--- src/rtl/assert_macros.svh ---
// Assertion macros shared by the RTL of the sorted list engine.
// No dependencies; each user supplies clk_i and rst_ni in scope.
`ifndef ASSERT_MACROS_SVH
`define ASSERT_MACROS_SVH

// Property must hold at every clock edge outside reset.
`define SLE_ASSERT(lbl, prop, msg) \
  lbl: assert property (@(posedge clk_i) disable iff (!rst_ni) (prop)) else $error(msg);

// Expression must never be true outside reset.
`define SLE_NEVER(lbl, expr, msg) \
  lbl: assert property (@(posedge clk_i) disable iff (!rst_ni) !(expr)) else $error(msg);

`endif

--- src/rtl/sle_pkg.sv ---
// Shared constants and types for the sorted list engine.
// No dependencies.
package sle_pkg;

  localparam int CAPACITY = 64;
  localparam int ValW     = 32;
  localparam int ActW     = 3;
  localparam int PosW     = 6;
  localparam int CountW   = $clog2(CAPACITY + 1);
  localparam int IdxW     = (CAPACITY > 1) ? $clog2(CAPACITY) : 1;
  localparam int CmpW     = (PosW > CountW) ? PosW : CountW;

  // gather tree: groups of cells reduced in the first stage
  localparam int GroupN   = 8;
  localparam int Groups   = (CAPACITY + GroupN - 1) / GroupN;

  // port packing
  localparam int InDataW  = ((ValW + PosW + 7) / 8) * 8;
  localparam int OutBits  = ValW + 1 + CountW;
  localparam int OutDataW = ((OutBits + 7) / 8) * 8;

  typedef enum logic [ActW-1:0] {
    ACT_INSERT  = 3'd0,
    ACT_POP_MIN = 3'd1,
    ACT_POP_MAX = 3'd2,
    ACT_READ    = 3'd3,
    ACT_CLEAR   = 3'd4
  } action_e;

  // per-cycle command broadcast to every cell
  typedef struct packed {
    logic ins;      // ordered insert, shift right above the slot
    logic pop_min;  // shift everything one cell toward the head
  } sle_cmd_t;

endpackage

--- src/rtl/sle_cell.sv ---
// One storage cell of the sorted chain.
// Depends on sle_pkg.
module sle_cell import sle_pkg::*; (
  input  logic                   clk_i,
  input  sle_cmd_t               cmd_i,
  input  logic                   valid_i,     // cell index below the count
  input  logic signed [ValW-1:0] x_i,         // value being inserted
  input  logic signed [ValW-1:0] left_val_i,
  input  logic                   left_gt_i,   // left neighbor holds a value larger than the inserted one
  input  logic signed [ValW-1:0] right_val_i,
  output logic signed [ValW-1:0] val_o,
  output logic                   gt_o
);

  logic signed [ValW-1:0] val_q;
  logic signed [ValW-1:0] val_d;

  // strictly greater: equal values stay ahead of the new one
  assign gt_o  = valid_i && (val_q > x_i);
  assign val_o = val_q;

  always_comb begin
    val_d = val_q;
    if (cmd_i.ins) begin
      if (left_gt_i) begin
        val_d = left_val_i;
      end else if (gt_o || !valid_i) begin
        val_d = x_i;
      end
    end else if (cmd_i.pop_min) begin
      val_d = right_val_i;
    end
  end

  always_ff @(posedge clk_i) begin
    val_q <= val_d;
  end

endmodule

--- config.mk ---
export PLATFORM = sky130hd
export DESIGN_NAME = sle_cell
export DESIGN_NICKNAME = d
export VERILOG_FILES = /design/src/rtl/assert_macros.svh /design/src/rtl/sle_pkg.sv /design/src/rtl/sle_cell.sv
export SDC_FILE = /design/constraint.sdc
export NUM_CORES = 1
export LEC_CHECK = 0
export BUFFER_PORTS_ARGS = -buffer_cell sky130_fd_sc_hd__buf_4
export CORE_ASPECT_RATIO = 0.9
export CORE_MARGIN = 2
export CORE_UTILIZATION = 35
export DETAILED_ROUTE_END_ITERATION = 8
export PLACE_DENSITY = 0.73
export SLEW_MARGIN = 20
export SYNTH_ARGS = -nofsm -noshare
export SYNTH_HDL_FRONTEND = slang
export SYNTH_SLANG_ARGS = --single-unit
export TNS_END_PERCENT = 5
--- constraint.sdc ---
create_clock -name clk_i -period 9.1 [get_ports clk_i]
set_input_delay 1.365 -clock clk_i [delete_from_list [all_inputs] [get_ports clk_i]]
set_output_delay 1.365 -clock clk_i [all_outputs]
set_load 0.05 [all_outputs]
Yosys cells after proc, flatten, opt, wreduce, memory -nomap -nowiden
Index checks and enable logic that the tools add are counted.
{ "op_classes": {"n_lt_le_gt_ge": 1, "eq_ne": 1, "n_mux": 4, "reduce_logical": 5} }
{ "op_table": {"columns": ["op", "n"], "rows": [
  ["2-to-1 mux 32 bit", 4],
  ["greater-than comparator 32 bit", 1],
  ["!= test 3 x 1 -> 1 bit (second input constant)", 1],
  ["AND reduction 2 bit", 1],
  ["nonzero test 2 bit", 1],
  ["logical AND 1 bit", 1],
  ["logical NOT 1 bit", 1],
  ["logical OR 1 bit", 1]
]} }
{ "totals": {"reg_bits": 32, "out_inout_bits": 33, "elab_cells": 12} }

Depth between registers and ports, before layout
Gate-level depths: netlist of the first run.
{ "depth": {"depth_word": 6, "depth_mapped": 8, "depth_no_buf": 8} }

Worst setup path before layout of the first run
Ideal clock, no wire load.
{ "synth_timing": {"path_type": "input port to output port", "from": "in x_i[14]", "to": "out gt_o", "arrival_ns": 3.464, "t_required_ns": 7.735, "path_slack_ns": 4.271, "stages": 7, "n_path_buf": 0, "path_cell_list": "inv_1 > ha_1 > a21oi_1 > nand2_1 > a221o_1 > o31a_1 > o41ai_2"} }
{ "synth_via": {"elab_chain_len": 2} }
{ "synth_rtl": {"columns": ["item", "line_no", "rtl"], "rows": [
  ["start, declared", "sle_cell.sv:7", "input logic signed [ValW-1:0] x_i,"],
  ["greater-than comparator 32 bit", "sle_cell.sv:19", "assign gt_o = valid_i && (val_q > x_i);"],
  ["logical AND 1 bit", "sle_cell.sv:19", null],
  ["end, declared", "sle_cell.sv:12", "output logic gt_o"]
]} }
Every way passes these cells.

Worst setup path in the final report of the first run
Ends and elaborated chain as after synthesis.

==> flow_summary.ini, run 1 <==
[yosys]
async_flop_share = 0
synth_fa_ha_area_frac = 0.160
ys_top_cells_by_count = 45 x a21oi_1, 35 x nor2_1, 33 x inv_1
syn_avg_cell_area_um2 = 9.49
synth_flop_cell = edfxtp_1
mappedNetlistNets = 396
synth_compound_area_frac = 0.142
yosysUniqueCellTypes = 31
syn_area_um2 = 2500
synth_edf_count = 32
synth.area.mux_share = 0.128
synth_most_common_cell = a21oi_1
yosys.area_share.simple = 0.116
yosys.area.top_type = edfxtp_1
syn_inst = 263
synth_top_family_by_area = adder cells
yosysWarningCount = 0
ys_top_cells_by_area = edfxtp_1 38%, ha_1 16%, mux2i_1 13%
ys_seq_elements = 32
seq_area_frac_synth = 0.385
synth_xor_area_frac = 0
synth_top_area_frac = 0.385

[detailed_routing]
ant_nets = 0
viasPerCell = 4.86
route.detailed.wl_per_inst_um = 13.5
drc = 0
drtIter0Drc = 54
vias = 2360
drt-pass1-iter-count = 4
wirelength_um = 6580

[place]
place_hpwl_um = 5250
dp.cells = 478
io_buffers = 133
place_congestion = 0.731

[final_layout]
antennaDiodeCount = 0
final_nets = 525
seqCellArea_um2 = 961
drive_gt1_frac = 0.369
fill_cells = 683
largest_reg_flops = 32
final_core_utilization = 0.524
syn2layout_area_growth_pct = 46.3
stdcell_count = 486
multiInputGateArea_um2 = 1370

[sta]
rsz0062_at_grt = false
final.period_utilization = 0.504
finalHoldViolations = 0
setup_tns_ps = 0
fmax_ghz = 0.218
max_slew_margin = 0.437
worst_slew_pin_slew_ps = 843
min_period_ps = 4590
maxSlewViolCount = 0
finalSetupViolCount = 0
clock_skew_ps = 2.97

[pwr]
ir_worst_vdd_mv = 0.0710
p_leak_nw = 1.82
power.density_nw_per_um2 = 150
p_total_mw = 0.547

[floorplanning]
die_h_um = 84.1
die_w_um = 93.0
fp-row-count = 29
core_area_um2 = 6970
die_area_um2 = 7820
start_util = 0.358
ios = 134

[critical_path]
cp.arrival_ps = 3230
cpMostUsedCell = buf_4
cp-end-kind = primary output
worst_setup_path_start_kind = input pin
max_stage_delay_ps = 360
slowest_stage = a221o_1
crit_buf_inv = 3
cp_top_family = compound AO/OA/AOI/OAI gates
crit_chain = buf_4 -> inv_1 -> ha_1 -> a21oi_1 -> nand2_1 -> a221o_1 -> o31a_1 -> o2111ai_2 -> o41ai_2 -> buf_4
cp_max_fo = 3
path_class = in -> out
worst_ep_required_time_ps = 7740

[cts]
clock_sinks = 32
cts_tree = done
numCtsBuffers = 5
path_clk_slew_ps = 70
insertion_delay_ps = 280
post_cts_buffers = 0
clock_path_buffers = 2
htreeDepth = 2
cts_resized = 0
hold_buffers = 0
clock-root-buffer = clkbuf_8

[global_routing]
antenna_found_initial = 0
grt_first_pass_wirelength_um = 10800
grt_usage = 0.170
grt_max_degree = 67
grt_pass1_vias = 2429
grt-ovfl-total = 0

[hold_path]
hp-class = in -> reg

[job]
drv_cap = 0

[outcome]
status = complete, no violations
[logic make-up (layout without fill, tap and decap cells)]
family                     count (synthesis)  after routing
AOI/OAI and AO/OA                         60             60
buffers and inverters                     44            174
DFF                                       32             32
and+or+nand+nor                           63             63
muxes                                     32             32
adders and majority gates                 32             32
[stage by stage]
stage | hold WS (ps) | worst slack, ps | instance area [um^2]
finish | 1400 | 4510 | 3650
global route | 1400 | 4430 | 3650
CTS | 1400 | 4500 | 3650
detailed placement | 1690 | 4520 | 3570
global placement | 1680 | 4540 | 3570
floorplan | 1590 | 4270 | 2500
[power by group]
part | switching, mW | internal [mW]
clock | 0.0533 | 0.0533
combinational | 0.148 | 0.0922
sequential | 0.0113 | 0.190
[tightest hold or removal path, delay by kind of cell]
family | cells | cell delay (ps)
compound gates | 1 | 90
buf+inv | 1 | 80
simple gates | 1 | 30
[cell type report]
cell class | instances | share of cell area
Inverter | 33 | 0.0339
Sequential cell | 32 | 0.263
Clock inverter | 1 | 0.00103
Multi-Input combinational cell | 187 | 0.376
Timing Repair Buffer | 133 | 0.273
Tap cell | 93 | 0.0319
Clock buffer | 7 | 0.0209
[layout by cell type (no fill, tap or decap), types with 2 or more instances in the layout]
| cell type | count |
|---|---|
| nand2_1 | 9 |
| ha_1 | 32 |
| edfxtp_1 | 32 |
| nand4_1 | 7 |
| o211ai_1 | 2 |
| inv_1 | 33 |
| o21ai_0 | 3 |
| mux2i_1 | 32 |
| clkbuf_8 | 5 |
| clkbuf_1 | 2 |
| a21oi_1 | 45 |
| nor2_1 | 35 |
| buf_4 | 133 |
| nand3_1 | 3 |
[routing by layer]
metal	wire, um	global-route usage	vias to the layer above
met3	443	0.0425	7
met1	2800	0.210	1064
li1	-	-	1214
met2	3260	0.299	75
met5	0	0	-
met4	76	0.0401	0
[final timing paths]
check,startpoint,end,slack [ps],cells past startpoint
min reg2reg,val_o[31],val_o[28],1690,5
min,right_val_i[24],val_o[24],1400,3
max reg2reg,val_o[14],val_o[11],6010,7
max,x_i[14],gt_o,4510,10
(Power assumes the default switching activity.)
==> run 2, diff against run 1 <==
- clock period: 9.1 -> 4.35 ns (I/O delays scaled with it)
==> flow_summary.ini, run 2 (synthesized netlist as in run 1, its figures left out) <==
[outcome]
status = complete, no violations

[final_layout]
drive_gt1_frac = 0.372
largest_reg_flops = 32
stdcell_area_um2 = 3670
final_common_cell = buf_4
mostFrequentLayoutCells = 135 x buf_4, 45 x a21oi_1, 35 x nor2_1
syn2layout_area_growth_pct = 46.9
stdcell_count = 488
fill_cells = 654
final_nets = 527
antennaDiodeCount = 0

[floorplanning]
start_util = 0.358
die_h_um = 84.1
die_w_um = 93.0
fp-row-count = 29
core_area_um2 = 6970
ios = 134
die_area_um2 = 7820

[cts]
clock_path_buffers = 2
insertion_delay_ps = 280
post_cts_buffers = 0
htreeDepth = 2
path_clk_slew_ps = 60
cts_resized = 0
cts_tree = done
clock_sinks = 32
numCtsBuffers = 5
clock-root-buffer = clkbuf_8
hold_buffers = 0

[job]
drv_cap = 0

[global_routing]
grt_first_pass_wirelength_um = 10800
antenna_found_initial = 0
grt-ovfl-total = 0
grt_usage = 0.170
grt_pass1_vias = 2468
grt_max_degree = 67

[critical_path]
path_class = in -> out
cp_max_fo = 4
cp-end-kind = primary output
worst_ep_required_time_ps = 3700
cp.arrival_ps = 2540
worst_setup_path_start_kind = input pin

[pwr]
p_leak_nw = 1.83
ir_worst_vdd_mv = 0.168
power.density_nw_per_um2 = 311

[sta]
finalHoldViolations = 0
worst_slew_pin_slew_ps = 616
final.period_utilization = 0.734
max_slew_margin = 0.589
clock_skew_ps = 8.31
fmax_ghz = 0.313
finalSetupViolCount = 0
min_period_ps = 3190
setup_tns_ps = 0
maxSlewViolCount = 0
rsz0062_at_grt = false

[place]
place_congestion = 0.722
dp.cells = 480
place_hpwl_um = 5240
io_buffers = 133
placed_cell_area_um2 = 3590

[detailed_routing]
viasPerCell = 4.76
drt-pass1-iter-count = 4
drc = 0
route.detailed.wl_per_inst_um = 13.2
vias = 2322
wirelength_um = 6460
ant_nets = 0
drtIter0Drc = 51

[hold_path]
hp-class = in -> reg
## run 2: changes by cell type in the layout (fill, tap and decap cells not counted), sizes merged
| cell | previous run | this run |
|---|---|---|
| buf | 133 | 135 |
## run 2: routing by layer
metal	up-vias	track usage	routed length, um
met5	-	0	0
met4	0	0.0468	72
met3	7	0.0397	421
met2	74	0.301	3220
met1	1019	0.207	2750
li1	1222	-	-
## run 2: power breakdown
group / internal [mW] / total [mW] / switching [mW]
logic: 0.196 / 0.503 / 0.308
registers: 0.396 / 0.421 / 0.0243
clock network: 0.111 / 0.217 / 0.106
total: 0.703 / 1.14 / 0.438
## run 2: area by class of cell
cell class                      count  area, um^2  area share
Multi-Input combinational cell    187        1370       0.374
Timing Repair Buffer              135        1010       0.276
Sequential cell                    32         961       0.262
Inverter                           33         124      0.0338
Tap cell                           93         116      0.0317
Clock buffer                        7        76.3      0.0208
Clock inverter                      1        3.75     0.00102
## run 2: worst paths after layout
check	start	slack, ps	endpoint	depth (start not counted)
hold / removal	right_val_i[27]	690	val_o[27]	3
setup / recovery	x_i[14]	1160	gt_o	9
hold reg to reg	val_o[31]	1250	val_o[22]	5
setup reg to reg	val_o[14]	1620	val_o[5]	8
## run 2: per-stage QoR
| stage | hold slack [ps] | util | power, mW | setup slack, ps |
|---|---|---|---|---|
| 2_1_floorplan | 878 | - | 0.743 | 945 |
| 5_1_grt | 692 | 0.526 | 1.21 | 1050 |
| 3_5_place_dp | 975 | 0.515 | 0.934 | 1170 |
| 6_report | 690 | 0.526 | 1.14 | 1160 |
| 3_3_place_gp | 971 | 0.515 | 0.925 | 1220 |
| 4_1_cts | 679 | 0.526 | 1.16 | 1160 |
## run 2: worst max-delay path: stages
cell,delay (ps)
buf_4,90
inv_1,30
ha_1,310
nand4_1,210
nor2_1,70
a221o_1,330
o31a_1,350
o41ai_2,230
buf_4,260
==> run 3, diff against run 2 <==
- PLACE_DENSITY: 0.73 -> 0.76
- clock period: 4.35 -> 2.75 ns (I/O delays scaled with it)
==> flow_summary.ini, run 3 (synthesized netlist as in run 1, its figures left out) <==
[sta]
rsz0062_at_grt = true
max_slew_margin = 0.592
setup_tns_ps = -84.3
finalSetupViolCount = 1
final.period_utilization = 1.03
finalHoldViolations = 0
clock_skew_ps = 9.13
worst_slew_pin_slew_ps = 612
min_period_ps = 2830
fmax_ghz = 0.353
maxSlewViolCount = 0
fin_ws_ps = -84.3

[detailed_routing]
wirelength_um = 7030
route.detailed.wl_per_inst_um = 14.1
drc = 0
drtIter0Drc = 54
vias = 2432
viasPerCell = 4.88
drt-pass1-iter-count = 4
ant_nets = 0

[global_routing]
antenna_found_initial = 0
grt_pass1_vias = 2527
grt_first_pass_wirelength_um = 11400
grt_max_degree = 66
grt_usage = 0.182
grt-ovfl-total = 0

[cts]
htreeDepth = 2
cts_tree = done
insertion_delay_ps = 280
path_clk_slew_ps = 80
clock_sinks = 32
clock-root-buffer = clkbuf_8
clock_path_buffers = 2
numCtsBuffers = 5

[place]
dp.cells = 483
place_hpwl_um = 5510
place_congestion = 0.775
dp_slack_ps = 0.330
io_buffers = 133

[floorplanning]
fp-row-count = 29
ios = 134
die_h_um = 84.1
core_area_um2 = 6970
die_area_um2 = 7820
start_util = 0.358
die_w_um = 93.0

[final_layout]
largest_reg_flops = 32
mostFrequentLayoutCells = 141 x buf_4, 45 x a21oi_1, 35 x nor2_1
antennaDiodeCount = 0
final_common_cell = buf_4
final_nets = 537
syn2layout_area_growth_pct = 56.5
drive_gt1_frac = 0.410
fill_cells = 651
final_core_utilization = 0.561
stdcell_count = 498

[critical_path]
worst_setup_path_start_kind = register
worst_ep_required_time_ps = 2340
path_class = reg -> out
r2r_setup_slack_ps = 200
cp_max_fo = 2
cp.arrival_ps = 2420
cp-end-kind = primary output

[hold_path]
hp-class = in -> reg

[job]
drv_cap = 0

[pwr]
switching_power_mw = 0.740
p_leak_nw = 1.92
clockPowerShare = 0.223
swShare = 0.372
p_comb_frac = 0.440
ir_worst_vdd_mv = 0.241
power.density_nw_per_um2 = 509
p_int_mw = 1.25
p_seq_frac = 0.337

[outcome]
violations = setup timing
status = complete, but fails checks
-- run 3: cell count changes in the layout (fill, tap and decap cells not counted), sizes merged --
cell	previous run	this run
clkinv	1	2
clkbuf	7	5
bufinv	0	1
buf	135	145
-- run 3: routing by layer --
metal  wire length (um)  vias to the layer above  track usage
met5                  0                        -            0
met4                 42                        0       0.0361
met3                347                        5       0.0370
met2               3550                       66        0.318
met1               3090                     1122        0.235
li1                   -                     1239            -
-- run 3: power by group through the flow --
| stage | logic [mW] | registers (mW) | clock network [mW] |
|---|---|---|---|
| CTS | 0.847 | 0.666 | 0.458 |
| finish | 0.875 | 0.669 | 0.444 |
| global route | 0.951 | 0.678 | 0.482 |
| global placement | 0.821 | 0.671 | 0 |
| floorplan | 0.284 | 0.901 | 0 |
| detailed placement | 0.836 | 0.677 | 0 |
-- run 3: area by class of cell --
cell class | count | area (um^2) | share of cell area
sequential | 32 | 961 | 0.246
clock inverter | 3 | 37.5 | 0.00961
inverter | 33 | 124 | 0.0317
timing repair buffer | 145 | 1120 | 0.287
multi-input combinational | 187 | 1480 | 0.378
tap | 93 | 116 | 0.0298
clock buffer | 5 | 68.8 | 0.0176
-- run 3: repair_timing --
item,in CTS,in global routing
setup buffers,3,4
endpoints found under the hold margin,0,0
endpoints found under the setup margin,1,1
cloned,0,0
hold buffers,0,0
pin swaps,4,7
resized for setup,4,9
-- run 3: worst paths after layout --
kind / cells after the start / startpoint / end
worst max-delay path: 8 / val_o[1] / gt_o
worst min-delay path: 3 / right_val_i[14] / val_o[14]
worst max register to register: 9 / val_o[27] / val_o[24]
worst min register to register: 6 / val_o[31] / val_o[15]
-- run 3: metrics by stage --
stage,cell area (um^2),hold WS (ps),power [mW]
6_report,3910,443,1.99
5_1_grt,3910,443,2.11
4_1_cts,3790,436,1.97
3_5_place_dp,3650,735,1.51
3_3_place_gp,3650,734,1.49
2_1_floorplan,2520,638,1.18
-- run 3: worst max-delay path, stage by stage (launching register included) --
cell and delay [ps]:
edfxtp_1 440, ha_4 300, nor2b_1 130, o211ai_1 150, a2111oi_2 410, o31a_1 250, o2111ai_2 170, o41ai_4 80
buf_6 200
